[config.mk]
export PLATFORM = sky130hd
export DESIGN_NAME = wavefront_fetch_scheduler
export DESIGN_NICKNAME = d
export VERILOG_FILES = /design/src/wfs_pkg.sv /design/src/wfs_ctrl.sv /design/src/wfs_dp.sv /design/src/wavefront_fetch_scheduler.sv
export SDC_FILE = /design/constraint.sdc
export NUM_CORES = 2
export LEC_CHECK = 0
export BUFFER_PORTS_ARGS = -buffer_cell sky130_fd_sc_hd__buf_2
export CAP_MARGIN = 20
export CORE_MARGIN = 1.5
export CORE_UTILIZATION = 50
export DETAILED_ROUTE_END_ITERATION = 8
export GPL_ROUTABILITY_DRIVEN = 0
export GPL_TIMING_DRIVEN = 0
export PLACE_DENSITY = 0.66
export SLEW_MARGIN = 20
export SYNTH_ARGS = -nofsm -noshare
export SYNTH_HDL_FRONTEND = slang
export SYNTH_SLANG_ARGS = --single-unit
[constraint.sdc]
create_clock -name i_clk -period 13.3 [get_ports i_clk]
set_clock_uncertainty 0.15 [all_clocks]
set_input_delay 3.325 -clock i_clk [delete_from_list [all_inputs] [get_ports i_clk]]
set_output_delay 3.325 -clock i_clk [all_outputs]
set_load 0.005 [all_outputs]
[src/wfs_pkg.sv]
// wfs_pkg: shared types and constants for the wavefront fetch scheduler.
// Used by wfs_ctrl, wfs_dp, wfs_checker and the top level; depends on nothing.
`default_nettype none

package wfs_pkg;

    // Fixed field widths of the stream words
    localparam int MASK_W     = 16;
    localparam int ID_OUT_W   = 4;
    localparam int STAMP_W    = 32;

    // Input tdata layout, lowest bit first
    localparam int ADD_ID_LSB = 0;
    localparam int RUN_LSB    = ADD_ID_LSB + ID_OUT_W;
    localparam int BUSY_LSB   = RUN_LSB + MASK_W;
    localparam int NOW_LSB    = BUSY_LSB + MASK_W;
    localparam int IN_USED_W  = NOW_LSB + STAMP_W;
    localparam int IN_DATA_W  = ((IN_USED_W + 7) / 8) * 8;

    // Output tdata: chosen id padded to a byte
    localparam int OUT_DATA_W = ((ID_OUT_W + 7) / 8) * 8;

    // Item kinds carried on tuser
    localparam logic MODE_ADD   = 1'b0;
    localparam logic MODE_SCHED = 1'b1;

    // Policy register codes
    localparam logic POL_RR     = 1'b0;
    localparam logic POL_GREEDY = 1'b1;

    typedef enum logic [1:0] {
        ST_IDLE,
        ST_RR,
        ST_REDUCE,
        ST_GR_DONE
    } t_state;

    // Controller -> datapath
    typedef struct packed {
        logic ready;       // input side may take a word
        logic load_add;    // add word accepted
        logic load_sched;  // schedule word accepted
        logic reduce;      // one step of the greedy max tree
        logic commit_rr;   // write round-robin result
        logic commit_gr;   // write greedy result
    } t_cmd;

    // Datapath -> controller
    typedef struct packed {
        logic in_valid;
        logic in_mode;
        logic policy;
        logic out_free;
        logic reduce_last;
    } t_sts;

endpackage

`default_nettype wire

[src/wfs_ctrl.sv]
// wfs_ctrl: sequencing state machine for the wavefront fetch scheduler.
// Depends on wfs_pkg (t_state, t_cmd, t_sts).
`default_nettype none

module wfs_ctrl
    import wfs_pkg::*;
(
    input  wire logic i_clk,
    input  wire logic i_rst_n,
    input  wire t_sts i_sts,
    output t_cmd      o_cmd
);

    t_state r_state;
    t_state n_state;

    always_ff @(posedge i_clk) begin
        if (!i_rst_n) begin
            r_state <= ST_IDLE;
        end else begin
            r_state <= n_state;
        end
    end

    always_comb begin
        n_state = r_state;
        o_cmd   = '0;
        unique case (r_state)
            ST_IDLE: begin
                o_cmd.ready = 1'b1;
                if (i_sts.in_valid) begin
                    if (i_sts.in_mode == MODE_ADD) begin
                        o_cmd.load_add = 1'b1;
                    end else begin
                        o_cmd.load_sched = 1'b1;
                        n_state = (i_sts.policy == POL_GREEDY) ? ST_REDUCE : ST_RR;
                    end
                end
            end
            ST_RR: begin
                if (i_sts.out_free) begin
                    o_cmd.commit_rr = 1'b1;
                    n_state = ST_IDLE;
                end
            end
            ST_REDUCE: begin
                o_cmd.reduce = 1'b1;
                if (i_sts.reduce_last) begin
                    n_state = ST_GR_DONE;
                end
            end
            ST_GR_DONE: begin
                if (i_sts.out_free) begin
                    o_cmd.commit_gr = 1'b1;
                    n_state = ST_IDLE;
                end
            end
            default: begin
                n_state = ST_IDLE;
            end
        endcase
    end

endmodule

`default_nettype wire

[src/wfs_dp.sv]
// wfs_dp: pool mask, round-robin pointer, stamps, max tree and result register.
// Depends on wfs_pkg; driven by wfs_ctrl through t_cmd / t_sts.
`default_nettype none

module wfs_dp
    import wfs_pkg::*;
#(
    parameter int NUM_WAVEFRONTS = 16
) (
    input  wire logic                  i_clk,
    input  wire logic                  i_rst_n,
    input  wire t_cmd                  i_cmd,
    output t_sts                       o_sts,
    input  wire logic                  i_in_valid,
    input  wire logic                  i_in_mode,
    input  wire logic [IN_DATA_W-1:0]  i_in_data,
    input  wire logic                  i_cfg_we,
    input  wire logic                  i_cfg_data,
    input  wire logic                  i_out_ready,
    output logic                       o_out_valid,
    output logic                       o_out_found,
    output logic [ID_OUT_W-1:0]        o_out_id
);

    localparam int ID_W  = $clog2(NUM_WAVEFRONTS);
    localparam int SLOTS = 1 << ID_W;
    localparam int STEPS = (ID_W + 1) / 2;   // two tree levels per step
    localparam int CNT_W = (STEPS > 1) ? $clog2(STEPS) : 1;

    // input fields
    logic [ID_OUT_W-1:0] w_add_id;
    logic [MASK_W-1:0]   w_run;
    logic [MASK_W-1:0]   w_busy;
    logic [STAMP_W-1:0]  w_now;
    logic [NUM_WAVEFRONTS-1:0] w_elig;
    logic [SLOTS-1:0]    w_elig_pad;

    assign w_add_id = i_in_data[ADD_ID_LSB +: ID_OUT_W];
    assign w_run    = i_in_data[RUN_LSB +: MASK_W];
    assign w_busy   = i_in_data[BUSY_LSB +: MASK_W];
    assign w_now    = i_in_data[NOW_LSB +: STAMP_W];

    // state
    logic                      r_policy;
    logic [NUM_WAVEFRONTS-1:0] r_pool;
    logic [ID_W-1:0]           r_ptr;
    logic [STAMP_W-1:0]        r_stamp [NUM_WAVEFRONTS];

    // per-request working registers
    logic [NUM_WAVEFRONTS-1:0] r_elig;
    logic [STAMP_W-1:0]        r_now;
    logic                      r_sv  [SLOTS];
    logic [ID_W-1:0]           r_sid [SLOTS];
    logic [STAMP_W-1:0]        r_sst [SLOTS];
    logic [CNT_W-1:0]          r_cnt;

    logic                      r_out_valid;
    logic                      r_out_found;
    logic [ID_OUT_W-1:0]       r_out_id;

    logic [STAMP_W-1:0]        w_stamp_pad [SLOTS];

    // masks are 16 bits wide; ids past that are never eligible
    for (genvar g = 0; g < NUM_WAVEFRONTS; g++) begin : g_elig
        if (g < MASK_W) begin : g_in
            assign w_elig[g] = r_pool[g] & w_run[g] & ~w_busy[g];
        end else begin : g_out
            assign w_elig[g] = 1'b0;
        end
    end

    for (genvar g = 0; g < SLOTS; g++) begin : g_pad
        if (g < NUM_WAVEFRONTS) begin : g_real
            assign w_elig_pad[g]  = w_elig[g];
            assign w_stamp_pad[g] = r_stamp[g];
        end else begin : g_fill
            assign w_elig_pad[g]  = 1'b0;
            assign w_stamp_pad[g] = '0;
        end
    end

    // round-robin: first eligible at or above the pointer, else first overall
    logic            w_rr_hi_found;
    logic [ID_W-1:0] w_rr_hi;
    logic [ID_W-1:0] w_rr_lo;
    logic [ID_W-1:0] w_rr_win;
    logic            w_rr_found;

    always_comb begin
        w_rr_hi_found = 1'b0;
        w_rr_hi       = '0;
        w_rr_lo       = '0;
        for (int i = NUM_WAVEFRONTS - 1; i >= 0; i--) begin
            if (r_elig[i]) begin
                w_rr_lo = ID_W'(i);
                if (ID_W'(i) >= r_ptr) begin
                    w_rr_hi       = ID_W'(i);
                    w_rr_hi_found = 1'b1;
                end
            end
        end
    end

    assign w_rr_win   = w_rr_hi_found ? w_rr_hi : w_rr_lo;
    assign w_rr_found = |r_elig;

    // greedy max tree, two levels per step; left slot holds lower ids,
    // so it keeps ties
    logic           m_v  [SLOTS];
    logic [ID_W-1:0] m_id [SLOTS];
    logic [STAMP_W-1:0] m_st [SLOTS];
    logic           n_sv  [SLOTS];
    logic [ID_W-1:0] n_sid [SLOTS];
    logic [STAMP_W-1:0] n_sst [SLOTS];

    always_comb begin
        logic v_pick;
        for (int i = 0; i < SLOTS; i++) begin
            m_v[i]   = 1'b0;
            m_id[i]  = '0;
            m_st[i]  = '0;
            n_sv[i]  = 1'b0;
            n_sid[i] = '0;
            n_sst[i] = '0;
        end
        for (int k = 0; k < SLOTS / 2; k++) begin
            v_pick = r_sv[2*k+1] && (!r_sv[2*k] || (r_sst[2*k] < r_sst[2*k+1]));
            m_v[k]  = r_sv[2*k] | r_sv[2*k+1];
            m_id[k] = v_pick ? r_sid[2*k+1] : r_sid[2*k];
            m_st[k] = v_pick ? r_sst[2*k+1] : r_sst[2*k];
        end
        for (int k = 0; k < SLOTS / 2; k++) begin
            v_pick = m_v[2*k+1] && (!m_v[2*k] || (m_st[2*k] < m_st[2*k+1]));
            n_sv[k]  = m_v[2*k] | m_v[2*k+1];
            n_sid[k] = v_pick ? m_id[2*k+1] : m_id[2*k];
            n_sst[k] = v_pick ? m_st[2*k+1] : m_st[2*k];
        end
    end

    logic w_out_free;
    assign w_out_free = !r_out_valid || i_out_ready;

    // control state
    always_ff @(posedge i_clk) begin
        if (!i_rst_n) begin
            r_policy    <= POL_RR;
            r_pool      <= '0;
            r_ptr       <= '0;
            r_cnt       <= '0;
            r_out_valid <= 1'b0;
            for (int i = 0; i < NUM_WAVEFRONTS; i++) begin
                r_stamp[i] <= '0;
            end
        end else begin
            if (i_cfg_we) begin
                r_policy <= i_cfg_data;
            end
            if (i_cmd.load_add && (32'(w_add_id) < NUM_WAVEFRONTS)) begin
                r_pool[ID_W'(w_add_id)] <= 1'b1;
            end
            if (i_cmd.load_sched) begin
                r_cnt <= '0;
            end else if (i_cmd.reduce) begin
                r_cnt <= r_cnt + 1'b1;
            end
            if (i_cmd.commit_rr && w_rr_found) begin
                r_pool[w_rr_win] <= 1'b0;
                r_ptr <= (w_rr_win == ID_W'(NUM_WAVEFRONTS - 1)) ? '0 : w_rr_win + 1'b1;
            end
            if (i_cmd.commit_gr && r_sv[0]) begin
                r_pool[r_sid[0]]  <= 1'b0;
                r_stamp[r_sid[0]] <= r_now;
            end
            if (i_cmd.commit_rr || i_cmd.commit_gr) begin
                r_out_valid <= 1'b1;
            end else if (i_out_ready) begin
                r_out_valid <= 1'b0;
            end
        end
    end

    // payload registers
    always_ff @(posedge i_clk) begin
        if (i_cmd.load_sched) begin
            r_elig <= w_elig;
            r_now  <= w_now;
            for (int i = 0; i < SLOTS; i++) begin
                r_sv[i]  <= w_elig_pad[i];
                r_sid[i] <= ID_W'(i);
                r_sst[i] <= w_stamp_pad[i];
            end
        end else if (i_cmd.reduce) begin
            for (int i = 0; i < SLOTS; i++) begin
                r_sv[i]  <= n_sv[i];
                r_sid[i] <= n_sid[i];
                r_sst[i] <= n_sst[i];
            end
        end
        if (i_cmd.commit_rr) begin
            r_out_found <= w_rr_found;
            r_out_id    <= w_rr_found ? ID_OUT_W'(w_rr_win) : '0;
        end else if (i_cmd.commit_gr) begin
            r_out_found <= r_sv[0];
            r_out_id    <= r_sv[0] ? ID_OUT_W'(r_sid[0]) : '0;
        end
    end

    assign o_sts.in_valid    = i_in_valid;
    assign o_sts.in_mode     = i_in_mode;
    assign o_sts.policy      = r_policy;
    assign o_sts.out_free    = w_out_free;
    assign o_sts.reduce_last = (r_cnt == CNT_W'(STEPS - 1));

    assign o_out_valid = r_out_valid;
    assign o_out_found = r_out_found;
    assign o_out_id    = r_out_id;

endmodule

`default_nettype wire

[src/wavefront_fetch_scheduler.sv]
// wavefront_fetch_scheduler: top level, one word in, at most one result word out.
// Add word: taken in the idle state. Round-robin schedule: accept, then search/commit.
// Greedy schedule: accept, reduce steps, then commit; the reduce steps run on the
// shared max tree that resolves two levels per cycle. One word in flight at a time.
// Reset (i_rst_n low, synchronous): pool empty, pointer 0, stamps 0, policy round robin.
// Depends on wfs_pkg, wfs_ctrl, wfs_dp.
`default_nettype none

module wavefront_fetch_scheduler
    import wfs_pkg::*;
#(
    parameter int NUM_WAVEFRONTS = 16
) (
    input  wire logic                  i_clk,
    input  wire logic                  i_rst_n,

    // config: policy register
    input  wire logic                  i_cfg_we,
    input  wire logic                  i_cfg_data,

    // input stream
    input  wire logic                  i_s_axis_tvalid,
    output logic                       o_s_axis_tready,
    // [3:0] add_id, [19:4] running_mask, [35:20] fetch_busy_mask,
    // [67:36] cycle_now, [71:68] zero
    input  wire logic [IN_DATA_W-1:0]  i_s_axis_tdata,
    // [0] mode (0 add, 1 schedule)
    input  wire logic                  i_s_axis_tuser,

    // result stream
    output logic                       o_m_axis_tvalid,
    input  wire logic                  i_m_axis_tready,
    // [3:0] chosen_id, [7:4] zero
    output logic [OUT_DATA_W-1:0]      o_m_axis_tdata,
    // [0] found
    output logic                       o_m_axis_tuser
);

    t_cmd w_cmd;
    t_sts w_sts;
    logic [ID_OUT_W-1:0] w_out_id;

    // Controller: idles with ready high; an add finishes at its accept edge,
    // a schedule walks the round-robin or greedy path and commits only when
    // the output register is free (empty or being drained this cycle).
    wfs_ctrl u_ctrl (
        .i_clk   (i_clk),
        .i_rst_n (i_rst_n),
        .i_sts   (w_sts),
        .o_cmd   (w_cmd)
    );

    // Datapath: pool, pointer, stamps, the max tree and the result register.
    wfs_dp #(
        .NUM_WAVEFRONTS (NUM_WAVEFRONTS)
    ) u_dp (
        .i_clk       (i_clk),
        .i_rst_n     (i_rst_n),
        .i_cmd       (w_cmd),
        .o_sts       (w_sts),
        .i_in_valid  (i_s_axis_tvalid),
        .i_in_mode   (i_s_axis_tuser),
        .i_in_data   (i_s_axis_tdata),
        .i_cfg_we    (i_cfg_we),
        .i_cfg_data  (i_cfg_data),
        .i_out_ready (i_m_axis_tready),
        .o_out_valid (o_m_axis_tvalid),
        .o_out_found (o_m_axis_tuser),
        .o_out_id    (w_out_id)
    );

    assign o_s_axis_tready = w_cmd.ready;
    assign o_m_axis_tdata  = {{(OUT_DATA_W - ID_OUT_W){1'b0}}, w_out_id};

endmodule

`default_nettype wire

==> impl_metrics.env <==
export IMPL_max_slew_worst_pin_slew_ps=1223
export IMPL_final_antenna_net_count=0
export IMPL_final_nets=5707
export IMPL_p_sw_share_pct=26.47
export IMPL_grt_pass1_wl_mm=227.6
export IMPL_synth_largest_area_cell="edfxtp_1"
export IMPL_mostFrequentLayoutCell="edfxtp_1"
export IMPL_reg2reg_from="u_dp.r_sst[0][386]"
export IMPL_p_leak_nw=25.23
export IMPL_fin_cells=6843
export IMPL_async_reset_ff_share_pct=0
export IMPL_synth_area_leaders="edfxtp_1 51%, ha_1 8.4%, and2_1 7.9%"
export IMPL_synthCells=5028
export IMPL_totalWireLength_mm=152.6
export IMPL_grt_overflow=0
export IMPL_crit_path_max_fanout=11
export IMPL_core_mm2=0.1110
export IMPL_ys_seq_area_share_pct=57.35
export IMPL_period_needed_ps=7209
export IMPL_crit_slowest_cell="a211oi_1"
export IMPL_die_y_um=337.8
export IMPL_final_cell_mix="943 x edfxtp_1, 708 x and2_1, 663 x nand2_1"
export IMPL_routedWlPerCell_um=22.29
export IMPL_reg2reg_to="u_dp.r_sst[0][96]"
export IMPL_cts_buffers_inserted=116
export IMPL_reg2reg_depth=22
export IMPL_worstHoldStart="u_dp.r_sst[0][179]"
export IMPL_intPower_mw=6.519
export IMPL_cts_tree="done"
export IMPL_path_class="flop to flop"
export IMPL_holdPathEnd="u_dp.r_sst[0][179]"
export IMPL_fillers=9275
export IMPL_areaGrowthSynthToFinish_pct=12.52
export IMPL_cts_resized=0
export IMPL_avgSynthCellArea_um2=11.15
export IMPL_combPwrFrac_pct=14.2
export IMPL_hold_buffers=0
export IMPL_netlist_area_mm2=0.05604
export IMPL_p_switching_mw=2.347
export IMPL_path_common_cell="o21ai_0"
export IMPL_cp_cell_sequence="ha_1, a211o_1, a31oi_1, o21ai_0, a211oi_1, o21ai_0, nand2_1, nand2_1, buf_1, mux2_2, ha_1, a21o_1, a21oi_1, nor2_1, a2111oi_0, o211ai_1, or3_1, a21oi_1, nor2_1, buf_2, and2_1, o21ai_0"
export IMPL_drt_iter0_drc=3793
export IMPL_synth_main_ff_cell="edfxtp_1"
export IMPL_timing_final_max_slew_violations=0
export IMPL_worstPathRequired_ps=13580
export IMPL_synth_seq_cells=1134
export IMPL_dp_hpwl_mm=113.9
export IMPL_vias=38960
export IMPL_grt_pass1_vias=37530
export IMPL_ys_warn_count=0
export IMPL_viasPerCell=5.694
export IMPL_setup_viol=0
export IMPL_synthDistinctLibCells=79
export IMPL_worstSetupEndpointType="flop"
export IMPL_drive_above_1_share_pct=8.916
export IMPL_synth_top_cell_area_share_pct=50.53
export IMPL_portBuffers=81
export IMPL_rsz0062_at_grt="false"
export IMPL_p_seq_share_pct=47.4
export IMPL_place_inst=6622
export IMPL_hp_class="flop to flop"
export IMPL_clock_latency_ps=710
export IMPL_r2r_setup_slack_ps=6090
export IMPL_place_area_mm2=0.05910
export IMPL_cts_clk_slew_worst_paths_ps=60
export IMPL_clockBufferDepth=3
export IMPL_initial_utilization_pct=50.50
export IMPL_min_period_over_period_pct=54.20
export IMPL_cts_max_level=3
export IMPL_hold_viol=0
export IMPL_peakVddDrop_uv=103.5
export IMPL_status="completed"
export IMPL_power_density_mw_per_mm2=140.6
export IMPL_rows=122
export IMPL_num_io_pins=90
export IMPL_drc_errors=0
export IMPL_fp_dieW_um=337.8
export IMPL_die_area_mm2=0.1141
export IMPL_antenna_found_initial=4
export IMPL_ctsRootBufferMaster="clkbuf_16"
export IMPL_clkPwrFrac_pct=38.3
export IMPL_first_pass_iters=6
export IMPL_cp_start_kind="flop"
export IMPL_post_cts_buffers=0
export IMPL_synth_edf_count=943
export IMPL_arrival_ps=7490
export IMPL_max_slew_margin_rel_pct=17.86
export IMPL_slowest_delay_ps=770
export IMPL_track_usage_pct=26.78
export IMPL_fin_area_mm2=0.06306
export IMPL_grt_max_degree=105
export IMPL_drv_cap=0
export IMPL_clkSinkCount=1134
export IMPL_holdPathStages=2
export IMPL_fmax_mhz=138.7
==> power groups by stage <==
stage          logic, mW  registers [mW]  clock network, mW
2_1_floorplan      0.815            4.26                  0
3_3_place_gp        1.16            4.33                  0
3_5_place_dp        1.23            4.28                  0
4_1_cts             1.24            4.20               3.43
5_1_grt             1.40            4.23               3.56
6_report            1.26            4.21               3.40
==> cells by family (layout without fill, tap and decap cells) <==
group / Yosys count / in the layout / share of synthesized area [%]
xor gates and xnor gates: 2 / 2 / 0.03126
AOI/OAI and AO/OA: 794 / 794 / 8.632
other: 1 / 9 / 0.006692
and+or+nand+nor: 1963 / 1963 / 17.99
DFF: 1134 / 1134 / 57.35
buffers and inverters: 561 / 880 / 3.860
adders and majority gates: 376 / 376 / 8.395
muxes: 197 / 197 / 3.729
==> flip-flops by register name (all words and copies together) (netlist names) <==
name	cells
u_dp.r_sst	512
u_dp.r_stamp	512
u_dp.r_now	32
u_dp.r_elig	16
u_dp.r_pool	16
u_dp.r_sid	16
u_dp.r_sv	16
u_dp.o_out_id	4
u_dp.r_ptr	4
u_ctrl.r_state	2
u_dp.o_out_found	1
u_dp.o_out_valid	1
u_dp.r_cnt	1
u_dp.r_policy	1
==> worst max path at each step <==
stage,start,slack (ps),cells after the start,end
after floorplan,i_s_axis_tuser,1240,5,u_dp.r_sid[0][11]
after global placement,i_s_axis_tuser,-3710,6,u_dp.r_sst[0][484]
after detailed placement,i_s_axis_tuser,5810,8,u_dp.r_sst[0][484]
after CTS,u_dp.r_sst[0][321],6250,19,u_dp.r_sst[0][90]
after global routing,u_dp.r_sst[0][386],5830,23,u_dp.r_sst[0][123]
final,u_dp.r_sst[0][386],6090,22,u_dp.r_sst[0][96]
==> synth_stat cells, types with 14 or more instances <==
cell / instances
buf_2: 19
a31oi_1: 44
o21a_1: 14
nand2b_1: 19
a21oi_1: 361
inv_1: 281
nand4_1: 55
clkbuf_1: 234
mux2i_1: 103
o21ai_0: 157
nor2_1: 134
nor2b_1: 45
ha_1: 376
or2_2: 35
edfxtp_1: 943
and2_1: 708
buf_1: 15
nor4_1: 18
nor3_1: 34
nand3_1: 159
nand2_1: 663
a211oi_1: 15
a311oi_1: 17
a21o_1: 48
a32o_1: 32
dfxtp_1: 191
mux2_2: 94
or3_1: 66
==> layer usage <==
| layer | global-route usage [%] | up-vias | share of wire (%) |
|---|---|---|---|
| met5 | 0 | - | 0.014 |
| met4 | 10.56 | 4 | 3.9 |
| met3 | 4.691 | 298 | 8.4 |
| met2 | 40.92 | 1506 | 44 |
| met1 | 37.98 | 18900 | 44 |
| li1 | - | 18260 | - |
==> critical path, delay by kind of cell (launching register included) <==
kind / cells / cell delay, ps
AO/OA/AOI/OAI: 11 / 3540
AND/OR/NAND/NOR: 6 / 1190
adder cells (fa/ha/maj): 2 / 640
buffers and inverters: 2 / 620
flip-flops: 1 / 420
multiplexers: 1 / 390
==> cell type report <==
type                            instances  area [um2]  area share (%)
Antenna cell                            5       12.51         0.01984
Buffer                                278        1106           1.754
Clock buffer                          148        3198           5.072
Clock inverter                         68       729.5           1.157
Inverter                              283        1070           1.697
Multi-Input combinational cell       3336       21950           34.81
Sequential cell                      1134       32140           50.97
Tap cell                             1488        1862           2.953
Timing Repair Buffer                  103       988.4           1.568
==> stage by stage <==
stage	hold WS, ps	total power, mW	worst slack (ps)	TNS, ps	util (%)
6_report	319.3	8.866	6091	0	56.82
5_1_grt	339.4	9.180	5826	0	56.81
4_1_cts	319.9	8.870	6248	0	56.80
3_5_place_dp	310.5	5.507	5815	0	53.26
3_3_place_gp	304.5	5.491	-3705	-1361570	52.55
2_1_floorplan	293.6	5.073	1243	0	-
No activity file was read; power rests on OpenSTA's default activity.
